==> src/hw/rtl/assert_macros.svh <==
// Assertion macros shared by the line generator modules.
// Each macro expects i_clk and i_rst_n in the scope where it is used.
`ifndef ASSERT_MACROS_SVH
`define ASSERT_MACROS_SVH
`ifndef NO_ASSERTIONS
`define LPG_ASSERT(lbl, expr) \
    lbl: assert property (@(posedge i_clk) disable iff (!i_rst_n) (expr)) \
        else $error("line generator assertion failed");
`define LPG_ASSERT_NEXT(lbl, ante, cons) \
    lbl: assert property (@(posedge i_clk) disable iff (!i_rst_n) (ante) |=> (cons)) \
        else $error("line generator assertion failed");
`else
`define LPG_ASSERT(lbl, expr)
`define LPG_ASSERT_NEXT(lbl, ante, cons)
`endif
`endif

==> src/hw/rtl/lpg_pkg.sv <==
`default_nettype none
package lpg_pkg;

    localparam int COORD_W        = 6;
    localparam int REG_W          = 7;
    localparam int ADDR_W         = 12;
    localparam int ERR_W          = 9;
    localparam int OUT_COLOR_BITS = 24;
    localparam int COLOR_BITS_DEF = 24;
    localparam int QUEUE_DEPTH    = 2;
    localparam int APB_ADDR_W     = 3;
    localparam int APB_DATA_W     = 32;

    localparam logic [REG_W-1:0] WIDTH_RESET  = 7'd64;
    localparam logic [REG_W-1:0] HEIGHT_RESET = 7'd64;

    // Register index as decoded from paddr[2].
    localparam logic REG_IMAGE_WIDTH  = 1'b0;
    localparam logic REG_IMAGE_HEIGHT = 1'b1;

    // One classified line, ready for the stepper.
    typedef struct packed {
        logic                    steep;
        logic                    neg_major;
        logic                    neg_minor;
        logic [COORD_W-1:0]      major_pos;
        logic [COORD_W-1:0]      minor_pos;
        logic [COORD_W-1:0]      major_delta;
        logic [COORD_W-1:0]      minor_delta;
        logic signed [ERR_W-1:0] err_init;
    } t_line_cmd;

endpackage
`default_nettype wire

==> src/hw/rtl/line_pixel_generator_unit.sv <==
// Bresenham line rasterizer: one line command in, one pixel beat per major-axis step out.
// The first pixel of a line passes through the command queue, the stepper's registers
// and its output register. A line of length n (n = 1..63) gives n pixels, one per cycle
// while i_stall is low; the stepper loads a command only when idle, and a two-entry
// command queue decouples input from stepping; zero-length lines emit nothing.
// Reset (synchronous, active low): queue empty, stepper idle, width and height set to 64.
`default_nettype none
module line_pixel_generator_unit
    import lpg_pkg::*;
#(
    parameter int COLOR_BITS = COLOR_BITS_DEF,
    parameter int Q_DEPTH    = QUEUE_DEPTH
) (
    input  wire logic                  i_clk,
    input  wire logic                  i_rst_n,

    input  wire logic                  psel,
    input  wire logic                  penable,
    input  wire logic                  pwrite,
    input  wire logic [APB_ADDR_W-1:0] paddr,
    input  wire logic [APB_DATA_W-1:0] pwdata,
    output logic [APB_DATA_W-1:0]      prdata,
    output logic                       pready,

    input  wire logic                  i_valid,
    output logic                       o_stall,
    input  wire logic [COLOR_BITS-1:0] i_line_color,
    input  wire logic [COORD_W-1:0]    i_start_x,
    input  wire logic [COORD_W-1:0]    i_start_y,
    input  wire logic [COORD_W-1:0]    i_end_x,
    input  wire logic [COORD_W-1:0]    i_end_y,

    output logic                       o_valid,
    input  wire logic                  i_stall,
    output logic [COORD_W-1:0]         o_pixel_x,
    output logic [COORD_W-1:0]         o_pixel_y,
    output logic [ADDR_W-1:0]          o_pixel_address,
    output logic [COLOR_BITS-1:0]      o_pixel_color,
    output logic                       o_visible,
    output logic                       o_last_pixel
);

    localparam int CMD_W = $bits(t_line_cmd);
    localparam int Q_W   = CMD_W + COLOR_BITS;

    logic [REG_W-1:0]      r_image_width;
    logic [REG_W-1:0]      r_image_height;
    logic                  cfg_write;

    logic                  q_full;
    logic                  q_push;
    logic                  q_pop;
    logic                  q_valid;
    t_line_cmd             front_cmd;
    logic [COLOR_BITS-1:0] front_color;
    logic [Q_W-1:0]        q_in;
    logic [Q_W-1:0]        q_out;
    t_line_cmd             step_cmd;
    logic [COLOR_BITS-1:0] step_color;

    assign pready    = 1'b1;
    assign cfg_write = psel && penable && pwrite && pready;

    always_ff @(posedge i_clk) begin
        if (!i_rst_n) begin
            r_image_width  <= WIDTH_RESET;
            r_image_height <= HEIGHT_RESET;
        end else if (cfg_write) begin
            unique case (paddr[2])
                REG_IMAGE_WIDTH:  r_image_width  <= pwdata[REG_W-1:0];
                REG_IMAGE_HEIGHT: r_image_height <= pwdata[REG_W-1:0];
                default:          r_image_width  <= r_image_width;
            endcase
        end
    end

    always_comb begin
        unique case (paddr[2])
            REG_IMAGE_WIDTH:  prdata = APB_DATA_W'(r_image_width);
            REG_IMAGE_HEIGHT: prdata = APB_DATA_W'(r_image_height);
            default:          prdata = '0;
        endcase
    end

    lpg_front #(
        .COLOR_BITS (COLOR_BITS)
    ) u_front (
        .i_valid      (i_valid),
        .o_stall      (o_stall),
        .i_line_color (i_line_color),
        .i_start_x    (i_start_x),
        .i_start_y    (i_start_y),
        .i_end_x      (i_end_x),
        .i_end_y      (i_end_y),
        .i_queue_full (q_full),
        .o_push       (q_push),
        .o_cmd        (front_cmd),
        .o_color      (front_color)
    );

    assign q_in       = {front_color, front_cmd};
    assign step_cmd   = q_out[CMD_W-1:0];
    assign step_color = q_out[Q_W-1:CMD_W];

    lpg_queue #(
        .DATA_W (Q_W),
        .DEPTH  (Q_DEPTH)
    ) u_queue (
        .i_clk   (i_clk),
        .i_rst_n (i_rst_n),
        .i_push  (q_push),
        .i_data  (q_in),
        .o_full  (q_full),
        .i_pop   (q_pop),
        .o_valid (q_valid),
        .o_data  (q_out)
    );

    lpg_stepper #(
        .COLOR_BITS (COLOR_BITS)
    ) u_stepper (
        .i_clk           (i_clk),
        .i_rst_n         (i_rst_n),
        .i_image_width   (r_image_width),
        .i_image_height  (r_image_height),
        .i_q_valid       (q_valid),
        .i_cmd           (step_cmd),
        .i_color         (step_color),
        .o_pop           (q_pop),
        .o_valid         (o_valid),
        .i_stall         (i_stall),
        .o_pixel_x       (o_pixel_x),
        .o_pixel_y       (o_pixel_y),
        .o_pixel_address (o_pixel_address),
        .o_pixel_color   (o_pixel_color),
        .o_visible       (o_visible),
        .o_last_pixel    (o_last_pixel)
    );

endmodule
`default_nettype wire

==> src/hw/rtl/lpg_front.sv <==
`default_nettype none
module lpg_front
    import lpg_pkg::*;
#(
    parameter int COLOR_BITS = COLOR_BITS_DEF
) (
    input  wire logic                  i_valid,
    output logic                       o_stall,
    input  wire logic [COLOR_BITS-1:0] i_line_color,
    input  wire logic [COORD_W-1:0]    i_start_x,
    input  wire logic [COORD_W-1:0]    i_start_y,
    input  wire logic [COORD_W-1:0]    i_end_x,
    input  wire logic [COORD_W-1:0]    i_end_y,
    input  wire logic                  i_queue_full,
    output logic                       o_push,
    output t_line_cmd                  o_cmd,
    output logic [COLOR_BITS-1:0]      o_color
);

    logic               pos_x;
    logic               pos_y;
    logic [COORD_W-1:0] dx;
    logic [COORD_W-1:0] dy;
    logic               steep;

    always_comb begin
        pos_x = i_end_x > i_start_x;
        pos_y = i_end_y > i_start_y;
        dx    = pos_x ? (i_end_x - i_start_x) : (i_start_x - i_end_x);
        dy    = pos_y ? (i_end_y - i_start_y) : (i_start_y - i_end_y);
        steep = dy > dx;

        o_cmd.steep = steep;
        if (steep) begin
            o_cmd.neg_major   = !pos_y;
            o_cmd.neg_minor   = !pos_x;
            o_cmd.major_pos   = i_start_y;
            o_cmd.minor_pos   = i_start_x;
            o_cmd.major_delta = dy;
            o_cmd.minor_delta = dx;
        end else begin
            o_cmd.neg_major   = !pos_x;
            o_cmd.neg_minor   = !pos_y;
            o_cmd.major_pos   = i_start_x;
            o_cmd.minor_pos   = i_start_y;
            o_cmd.major_delta = dx;
            o_cmd.minor_delta = dy;
        end
        o_cmd.err_init = $signed({2'b00, o_cmd.minor_delta, 1'b0})
                       - $signed({3'b000, o_cmd.major_delta});

        // Colour bits above the packed RGB word always read as zero.
        for (int b = 0; b < COLOR_BITS; b++) begin
            o_color[b] = (b < OUT_COLOR_BITS) ? i_line_color[b] : 1'b0;
        end
    end

    assign o_stall = i_queue_full;
    // Zero-length lines produce no pixels and are dropped here.
    assign o_push  = i_valid && !i_queue_full && (o_cmd.major_delta != '0);

endmodule
`default_nettype wire

==> src/hw/rtl/lpg_queue.sv <==
`default_nettype none
`include "assert_macros.svh"
module lpg_queue
    import lpg_pkg::*;
#(
    parameter int DATA_W = 32,
    parameter int DEPTH  = QUEUE_DEPTH
) (
    input  wire logic              i_clk,
    input  wire logic              i_rst_n,
    input  wire logic              i_push,
    input  wire logic [DATA_W-1:0] i_data,
    output logic                   o_full,
    input  wire logic              i_pop,
    output logic                   o_valid,
    output logic [DATA_W-1:0]      o_data
);

    localparam int PTR_W = (DEPTH > 1) ? $clog2(DEPTH) : 1;
    localparam int CNT_W = $clog2(DEPTH + 1);

    logic [DATA_W-1:0] r_mem [DEPTH];
    logic [PTR_W-1:0]  r_wr_ptr, n_wr_ptr;
    logic [PTR_W-1:0]  r_rd_ptr, n_rd_ptr;
    logic [CNT_W-1:0]  r_count, n_count;

    function automatic logic [PTR_W-1:0] ptr_inc(input logic [PTR_W-1:0] p);
        ptr_inc = (p == PTR_W'(DEPTH - 1)) ? '0 : p + 1'b1;
    endfunction

    always_comb begin
        n_wr_ptr = i_push ? ptr_inc(r_wr_ptr) : r_wr_ptr;
        n_rd_ptr = i_pop ? ptr_inc(r_rd_ptr) : r_rd_ptr;
        n_count  = r_count;
        if (i_push && !i_pop) begin
            n_count = r_count + 1'b1;
        end else if (!i_push && i_pop) begin
            n_count = r_count - 1'b1;
        end
    end

    always_ff @(posedge i_clk) begin
        if (!i_rst_n) begin
            r_wr_ptr <= '0;
            r_rd_ptr <= '0;
            r_count  <= '0;
        end else begin
            r_wr_ptr <= n_wr_ptr;
            r_rd_ptr <= n_rd_ptr;
            r_count  <= n_count;
        end
    end

    always_ff @(posedge i_clk) begin
        if (i_push) begin
            r_mem[r_wr_ptr] <= i_data;
        end
    end

    assign o_full  = r_count == CNT_W'(DEPTH);
    assign o_valid = r_count != '0;
    assign o_data  = r_mem[r_rd_ptr];

    `LPG_ASSERT(q_no_overflow, !(i_push && !i_pop && o_full))
    `LPG_ASSERT(q_no_underflow, !(i_pop && !o_valid))
    `LPG_ASSERT(q_count_bound, r_count <= CNT_W'(DEPTH))

endmodule
`default_nettype wire

==> src/hw/rtl/lpg_stepper.sv <==
`default_nettype none
`include "assert_macros.svh"
module lpg_stepper
    import lpg_pkg::*;
#(
    parameter int COLOR_BITS = COLOR_BITS_DEF
) (
    input  wire logic                  i_clk,
    input  wire logic                  i_rst_n,
    input  wire logic [REG_W-1:0]      i_image_width,
    input  wire logic [REG_W-1:0]      i_image_height,
    input  wire logic                  i_q_valid,
    input  wire t_line_cmd             i_cmd,
    input  wire logic [COLOR_BITS-1:0] i_color,
    output logic                       o_pop,
    output logic                       o_valid,
    input  wire logic                  i_stall,
    output logic [COORD_W-1:0]         o_pixel_x,
    output logic [COORD_W-1:0]         o_pixel_y,
    output logic [ADDR_W-1:0]          o_pixel_address,
    output logic [COLOR_BITS-1:0]      o_pixel_color,
    output logic                       o_visible,
    output logic                       o_last_pixel
);

    localparam int PROD_W = REG_W + COORD_W + 1;

    // Line walker state.
    logic                    r_busy;
    logic [COORD_W-1:0]      r_steps_left;
    logic                    r_steep;
    logic                    r_neg_major;
    logic                    r_neg_minor;
    logic [COORD_W-1:0]      r_major_pos;
    logic [COORD_W-1:0]      r_minor_pos;
    logic [COORD_W-1:0]      r_major_delta;
    logic [COORD_W-1:0]      r_minor_delta;
    logic signed [ERR_W-1:0] r_err;
    logic [COLOR_BITS-1:0]   r_color;

    // Output register.
    logic                    r_out_valid;
    logic [COORD_W-1:0]      r_pixel_x;
    logic [COORD_W-1:0]      r_pixel_y;
    logic [ADDR_W-1:0]       r_pixel_address;
    logic [COLOR_BITS-1:0]   r_pixel_color;
    logic                    r_visible;
    logic                    r_last_pixel;

    logic                    advance;
    logic                    load;
    logic [COORD_W-1:0]      cur_x;
    logic [COORD_W-1:0]      cur_y;
    logic                    cur_vis;
    logic [PROD_W-1:0]       cur_addr;
    logic signed [ERR_W-1:0] n_err;
    logic [COORD_W-1:0]      n_major_pos;
    logic [COORD_W-1:0]      n_minor_pos;

    always_comb begin
        advance  = r_busy && (!r_out_valid || !i_stall);
        load     = !r_busy && i_q_valid;
        cur_x    = r_steep ? r_minor_pos : r_major_pos;
        cur_y    = r_steep ? r_major_pos : r_minor_pos;
        cur_vis  = ({1'b0, cur_x} < i_image_width) && ({1'b0, cur_y} < i_image_height);
        cur_addr = PROD_W'(i_image_width) * PROD_W'(cur_y) + PROD_W'(cur_x);

        n_major_pos = r_neg_major ? r_major_pos - 1'b1 : r_major_pos + 1'b1;
        n_minor_pos = r_minor_pos;
        n_err       = r_err + $signed({2'b00, r_minor_delta, 1'b0});
        // A non-negative error moves the minor axis by one and pays it back.
        if (!r_err[ERR_W-1]) begin
            n_minor_pos = r_neg_minor ? r_minor_pos - 1'b1 : r_minor_pos + 1'b1;
            n_err       = n_err - $signed({2'b00, r_major_delta, 1'b0});
        end
    end

    assign o_pop = load;

    always_ff @(posedge i_clk) begin
        if (!i_rst_n) begin
            r_busy      <= 1'b0;
            r_out_valid <= 1'b0;
        end else begin
            if (load) begin
                r_busy <= 1'b1;
            end else if (advance && r_steps_left == COORD_W'(1)) begin
                r_busy <= 1'b0;
            end
            if (advance) begin
                r_out_valid <= 1'b1;
            end else if (!i_stall) begin
                r_out_valid <= 1'b0;
            end
        end
    end

    always_ff @(posedge i_clk) begin
        if (load) begin
            r_steps_left  <= i_cmd.major_delta;
            r_steep       <= i_cmd.steep;
            r_neg_major   <= i_cmd.neg_major;
            r_neg_minor   <= i_cmd.neg_minor;
            r_major_pos   <= i_cmd.major_pos;
            r_minor_pos   <= i_cmd.minor_pos;
            r_major_delta <= i_cmd.major_delta;
            r_minor_delta <= i_cmd.minor_delta;
            r_err         <= i_cmd.err_init;
            r_color       <= i_color;
        end else if (advance) begin
            r_steps_left <= r_steps_left - 1'b1;
            r_major_pos  <= n_major_pos;
            r_minor_pos  <= n_minor_pos;
            r_err        <= n_err;
        end
    end

    always_ff @(posedge i_clk) begin
        if (advance) begin
            r_pixel_x       <= cur_x;
            r_pixel_y       <= cur_y;
            r_pixel_address <= cur_vis ? cur_addr[ADDR_W-1:0] : '0;
            r_pixel_color   <= r_color;
            r_visible       <= cur_vis;
            r_last_pixel    <= r_steps_left == COORD_W'(1);
        end
    end

    assign o_valid         = r_out_valid;
    assign o_pixel_x       = r_pixel_x;
    assign o_pixel_y       = r_pixel_y;
    assign o_pixel_address = r_pixel_address;
    assign o_pixel_color   = r_pixel_color;
    assign o_visible       = r_visible;
    assign o_last_pixel    = r_last_pixel;

    `LPG_ASSERT(stp_busy_has_steps, !r_busy || r_steps_left != '0)
    `LPG_ASSERT_NEXT(stp_last_step_idles, advance && r_steps_left == COORD_W'(1), !r_busy)
    `LPG_ASSERT_NEXT(stp_load_starts_line, load, r_busy && r_steps_left != '0)

endmodule
`default_nettype wire
==> config.mk <==
export PLATFORM = sky130hd
export DESIGN_NAME = line_pixel_generator_unit
export DESIGN_NICKNAME = d
export VERILOG_FILES = /design/src/hw/rtl/lpg_pkg.sv /design/src/hw/rtl/line_pixel_generator_unit.sv /design/src/hw/rtl/lpg_front.sv /design/src/hw/rtl/lpg_queue.sv /design/src/hw/rtl/lpg_stepper.sv
export VERILOG_INCLUDE_DIRS = /design/src /design/src/hw/rtl
export SDC_FILE = /design/constraint.sdc
export NUM_CORES = 1
export LEC_CHECK = 0
export ABC_AREA = 1
export BUFFER_PORTS_ARGS = -buffer_cell sky130_fd_sc_hd__buf_2
export CORE_ASPECT_RATIO = 0.8
export CORE_MARGIN = 2
export CORE_UTILIZATION = 35
export CTS_BUF_LIST = sky130_fd_sc_hd__clkbuf_8
export DETAILED_ROUTE_END_ITERATION = 8
export PLACE_DENSITY = 0.63
export SLEW_MARGIN = 20
export SYNTH_ARGS = -nofsm -noshare
export SYNTH_HDL_FRONTEND = slang
export SYNTH_SLANG_ARGS = --single-unit
==> constraint.sdc <==
create_clock -name i_clk -period 6.9 [get_ports i_clk]
set_input_delay 2.07 -clock i_clk [delete_from_list [all_inputs] [get_ports i_clk]]
set_output_delay 2.07 -clock i_clk [all_outputs]
set_load 0.01 [all_outputs]
# == Yosys cells after proc, flatten, opt, wreduce, memory -nomap -nowiden ==
# Memories as Yosys holds them, arrays and structs flattened. A register that Yosys moved wholly into a read port is not among the register bits.
# Cells that the tools add are included.
# word_totals
input_bits,90
elab_cells,109
n_memories,1
out_inout_bits,85
ram_bits,120
reg_bits,136
# classes
mux,30
eq_ne,4
order_cmp,5
n_addsub,17
n_reduce_logical,27
n_bitwise,1
multipliers,1
# mem_list
name,depth,word_bits,read_ports,rd_ports_with_merged_regs,write_ports,line_no,source
u_queue.r_mem,2,60,1,1,1,lpg_queue.sv:22,logic [DATA_W-1:0] r_mem [DEPTH];
# op_table
op,count
two-way mux 6 bit,13
case mux 32 bit (2 select lines),1
two-way mux 9 bit,3
two-way mux 26 bit,1
subtractor 6 bit,4
greater-than comparator 6 bit,3
"subtractor 6 x 1 -> 6 bit, second input constant",3
less-than comparator 6 x 7 -> 1 bit,2
adder 12 x 6 -> 12 bit,1
"adder 6 x 1 -> 6 bit, second input constant",2
multiplier 7 x 6 -> 12 bit,1
logical AND 1 bit,10
two-way mux 1 bit,10
adder 9 x 8 -> 9 bit,1
subtractor 9 x 8 -> 9 bit,1
logical NOT 1 bit,8
nonzero test 2 bit,4
subtractor 7 x 6 -> 8 bit,1
"equality test 6 x 1 -> 1 bit, second input constant",1
AND reduction 2 bit,3
nonzero test 6 bit,1
two-way mux 2 bit,2
"adder 1 bit, second input constant",2
"adder 2 x 1 -> 2 bit, second input constant",1
other kinds (6),6

# == Depth between registers and ports, before layout ==
# logic_depth
word_depth,10
mapped_depth,32
ltp_nobuf,32

# == Cells and area by module ==
# From an unflattened synthesis, not the netlist that was laid out.
# unflattened
cells_unflattened,1443
hier_area_um2,15190.8
# modules_own_cells
module,n_inst,area_per_inst_um2,seq_area_each_um2,cells_each
lpg_stepper,1,6901.6,3493.4,661
lpg_queue,1,4863.4,3703.6,222
lpg_front,1,2526.2,0.0,425
line_pixel_generator_unit,1,899.6,280.3,135

# == Least setup slack after synthesis ==
# Ideal clock, no wire load.
# synth_path
kind,in2reg
start,input i_end_x[0]
end,memory u_queue.r_mem[0][10] (netlist name) (enable)
cell_stages,26
path_slack_ns,-0.468
required_time_ns,6.426
arrival_ns,6.894
setup_time_ns,0.474
path_buffers,1
cell_sequence,inv_1 ha_1 inv_1 fa_1 nand2_1 nand2_1 nand3_2 nand2_4 nand2_4 clkinv_2 nand2_2 nand2_1 ha_1 nand2_1 nor2_2 nand2_1 nand3_2 nand2_2 buf_4 nand3_1 nand2_2 nand2_1 nor2_2 nand2_2 nand2_1 nor2_1
# synth_via
elab_chain_len,8
word_cells_on_any_way,10
classes_between,add/sub: 2; order compare: 2; mux: 4; reduce/logical: 2
# synth_lines
item,line_no,source
from (decl),line_pixel_generator_unit.sv:30,"input wire logic [COORD_W-1:0] i_end_x,"
subtractor 6 bit or greater-than comparator 6 bit (tied branches),"lpg_front.sv:29, lpg_front.sv:27",
two-way mux 6 bit (*),lpg_front.sv:29,dx = pos_x ? (i_end_x - i_start_x) : (i_start_x - i_end_x);
greater-than comparator 6 bit,lpg_front.sv:31,steep = dy > dx;
two-way mux 26 bit (*),lpg_front.sv:34,if (steep) begin
nonzero test 6 bit (*),lpg_front.sv:60,assign o_push = i_valid && !i_queue_full && (o_cmd.major_delta != '0);
logical AND 1 bit (*),lpg_front.sv:60,
two-way mux 1 bit (*),lpg_queue.sv:55,if (i_push) begin
two-way mux 1 bit (not written as such) (*),lpg_queue.sv:56,r_mem[r_wr_ptr] <= i_data;
to (decl),lpg_queue.sv:22,
# Every way passes the cells marked *; elsewhere a longest branch is shown, timed or not.

==> results.sh <==
export IMPL_yosys_most_used_dff="edfxtp_1"
export IMPL_p_leak_nw=7.148
export IMPL_post_cts_buffers=0
export IMPL_drt_pass1_iter_count=5
export IMPL_antenna_left=0
export IMPL_synth_area_mm2=0.01387
export IMPL_reg2reg_slack_ns=1.65
export IMPL_final_cells=2105
export IMPL_fmax_mhz=174.0
export IMPL_ios=175
export IMPL_grt_usage_pct=14.44
export IMPL_tightest_slew_ns=0.9657
export IMPL_cp_max_fo=8
export IMPL_clk_pin_slew_worst_paths_ns=0.06
export IMPL_fin_setup_tns_ns=0
export IMPL_postSynthCellCount=1387
export IMPL_dieArea_mm2=0.04125
export IMPL_rsz0062_at_grt="false"
export IMPL_core_area_mm2=0.03928
export IMPL_cts_buffers=43
export IMPL_holdBufCountCts=0
export IMPL_clockBufferDepth=3
export IMPL_start_util_pct=35.31
export IMPL_hpwl_um=21520
export IMPL_setup_viol=0
export IMPL_synth_enable_flop_cells=231
export IMPL_crit_required_ns=7.21
export IMPL_setup_slack_ns=1.151
export IMPL_port_buffers=121
export IMPL_fin_skew_ns=0.03138
export IMPL_drive_gt1_share_pct=15.74
export IMPL_ys_ff_latch=252
export IMPL_via_per_inst=4.534
export IMPL_ir_drop_mv=0.2126
export IMPL_vias=9545
export IMPL_relSlewSlack_pct=34.94
export IMPL_worstSetupPathType="in2reg"
export IMPL_fill_cells=3817
export IMPL_die_w_um=226.6
export IMPL_wl_um=29210
export IMPL_insertion_delay_ns=0.57
export IMPL_p_per_area_mw_per_mm2=484.8
export IMPL_grt_pass1_vias=9513
export IMPL_max_cap_violations=0
export IMPL_multiInputGateArea_mm2=0.005547
export IMPL_root_buffer="clkbuf_8"
export IMPL_gp_congestion=0.8427
export IMPL_areaGrowthSynthToFinish_pct=14.83
export IMPL_register_area_mm2=0.007358
export IMPL_clock_sinks=252
export IMPL_synthDistinctLibCells=43
export IMPL_grt_overflow=0
export IMPL_place_ws_ns=0.6144
export IMPL_grt_max_degree=81
export IMPL_die_height_um=182.1
export IMPL_crit_arrival_ns=6.06
export IMPL_rows=65
export IMPL_slew_violations=0
export IMPL_synth_yosys_seq_area_share_pct=53.04
export IMPL_cts_tree="done"
export IMPL_drt_iter0_drc=535
export IMPL_synth_avg_cell_area_um2=10.00
export IMPL_cts_resized=0
export IMPL_hold_viol=0
export IMPL_crit_path_end_kind="register"
export IMPL_drcViolationCount=0
export IMPL_start_kind="input port"
export IMPL_dp_cells=2025
export IMPL_hp_class="reg2reg"
export IMPL_outcome="complete, no violations"
export IMPL_layout_min_cycle_time_ns=5.749
export IMPL_period_share_pct=83.31
export IMPL_grt_pass1_wl_um=47500
export IMPL_antenna_diode_count=0
export IMPL_async_flop_share_pct=0
export IMPL_ys_warn_count=0
export IMPL_wl_per_cell_um=13.88
export IMPL_antenna_found_initial=0
export IMPL_nets=1752
export IMPL_htreeDepth=2
-- per-stage QoR --
step           area (um^2)  power [mW]  utilization (%)  hold WS, ns
3_3_place_gp         15100       6.352            38.44       0.4007
4_1_cts              15930       7.797            40.54       0.4160
5_1_grt              15930       8.446            40.54       0.4231
3_5_place_dp         15100       6.484            38.44       0.4045
2_1_floorplan        13960       5.420                -       0.4003
6_report             15930       7.721            40.54       0.4167
-- cells in the mapped netlist, types with 5 or more instances --
cell	count	area share [%]
nand2_1	368	10
or2_2	8	0.36
buf_4	31	1.7
nor2_1	60	1.6
xor2_1	23	1.5
o21ai_0	84	3.0
a21oi_1	66	2.4
nand4_1	11	0.50
o211ai_1	7	0.38
nand3_1	45	1.6
nand2_2	13	0.59
fa_1	32	4.6
ha_1	96	8.7
xnor2_1	12	0.76
inv_1	182	4.9
dfxtp_1	21	3.0
edfxtp_1	231	50
a31oi_1	13	0.59
nand3_2	9	0.65
clkbuf_1	20	0.54
buf_1	5	0.14
inv_2	8	0.22
nor3_1	5	0.18
-- state kept, by name, summed over array words and instances, names as in the netlist, 2 cells and up, named ones only --
| name | flops |
|---|---|
| u_stepper.o_pixel_color | 24 |
| u_queue.r_count | 2 |
| r_image_height | 7 |
| u_queue.r_mem | 116 |
| u_stepper.r_err | 8 |
| r_image_width | 7 |
| u_stepper.r_minor_pos | 6 |
| u_stepper.r_color | 24 |
| u_stepper.o_pixel_y | 6 |
| u_stepper.o_pixel_x | 6 |
| u_stepper.r_minor_delta | 6 |
| u_stepper.o_pixel_address | 12 |
| u_stepper.r_major_pos | 6 |
| u_stepper.r_steps_left | 6 |
| u_stepper.r_major_delta | 6 |
-- worst max-delay path: stages --
cell	delay (ns)
buf_2	0.11
inv_1	0.05
ha_1	0.13
inv_1	0.08
fa_1	0.41
nand2_1	0.08
nand2_1	0.09
nand3_2	0.09
nand2_4	0.07
nand2_4	0.12
clkinv_2	0.09
nand2_2	0.09
nand2_1	0.06
ha_1	0.28
nand2_1	0.08
nor2_2	0.13
nand3_1	0.10
nand2_2	0.14
inv_1	0.18
nand3_1	0.19
nand2_1	0.18
fa_1	0.49
o21ai_0	0.30
a21oi_1	0.13
inv_1	0.07
a21oi_1	0.07
xor2_1	0.18
-- worst paths after layout --
check / from / end / depth (start not counted)
hold reg to reg: u_stepper.r_color[20]$_DFFE_PP_ / u_stepper.o_pixel_color[20]$_DFFE_PP_ / 0
setup reg to reg: u_stepper.r_steep$_DFFE_PP_ / u_stepper.o_pixel_address[6]$_SDFFCE_PN0P_ / 16
setup / recovery: i_end_x[0] / u_queue.r_mem[0][6]$_DFFE_PP_ / 27
hold / removal: u_stepper.r_color[20]$_DFFE_PP_ / u_stepper.o_pixel_color[20]$_DFFE_PP_ / 0
-- metal layers --
layer	up-vias	global-route usage (%)	share of wire (%)
met5	-	0	0
met3	50	2.576	4.2
met1	4464	19.74	48
met4	0	4.184	2.1
met2	182	23.50	46
li1	4849	-	-
-- cells in the final DEF (no fill, tap or decap), drive strengths merged, types with 2 or more instances in the layout --
cell type and count:
nor2 63, a31oi 13, o211ai 7, a21o 2, nand3 54, ha 96
nand4 13, fa 32, dfxtp 21, a31o 2, o21bai 3, buf 137
edfxtp 231, a21oi 67, conb 26, nor3 5, xor2 23, nand2 385
inv 208, and2 4, xnor2 12, clkbuf 46, or2 9, o21ai 86
clkinv 16
-- cell families (layout without fill, tap and decap cells) --
kind of cell / count (synthesis) / in the layout / synth area share, %
AOI/OAI and AO/OA: 183 / 183 / 7.091
xor gates and xnor gates: 35 / 35 / 2.210
adders and majority gates: 128 / 128 / 13.28
buffers and inverters: 251 / 409 / 7.668
DFF: 252 / 252 / 53.04
muxes: 1 / 1 / 0.07217
other: 2 / 26 / 0.05415
and+or+nand+nor: 535 / 535 / 16.58
-- power breakdown --
part           leakage (nW)  internal (mW)  switching (mW)
Sequential             2.35           2.60           0.206
Combinational          4.31           1.27            2.38
Clock                 0.484          0.663           0.603
Total                  7.15           4.53            3.19
-- layout make-up --
type                            count  share of cell area [%]
Timing Repair Buffer              137                   5.028
Inverter                          192                   4.533
Sequential cell                   252                   46.20
Tap cell                          536                   4.211
Clock inverter                     34                   1.226
Clock buffer                       46                   3.975
Multi-Input combinational cell    908                   34.83
No activity file was read; power rests on OpenSTA's default activity.
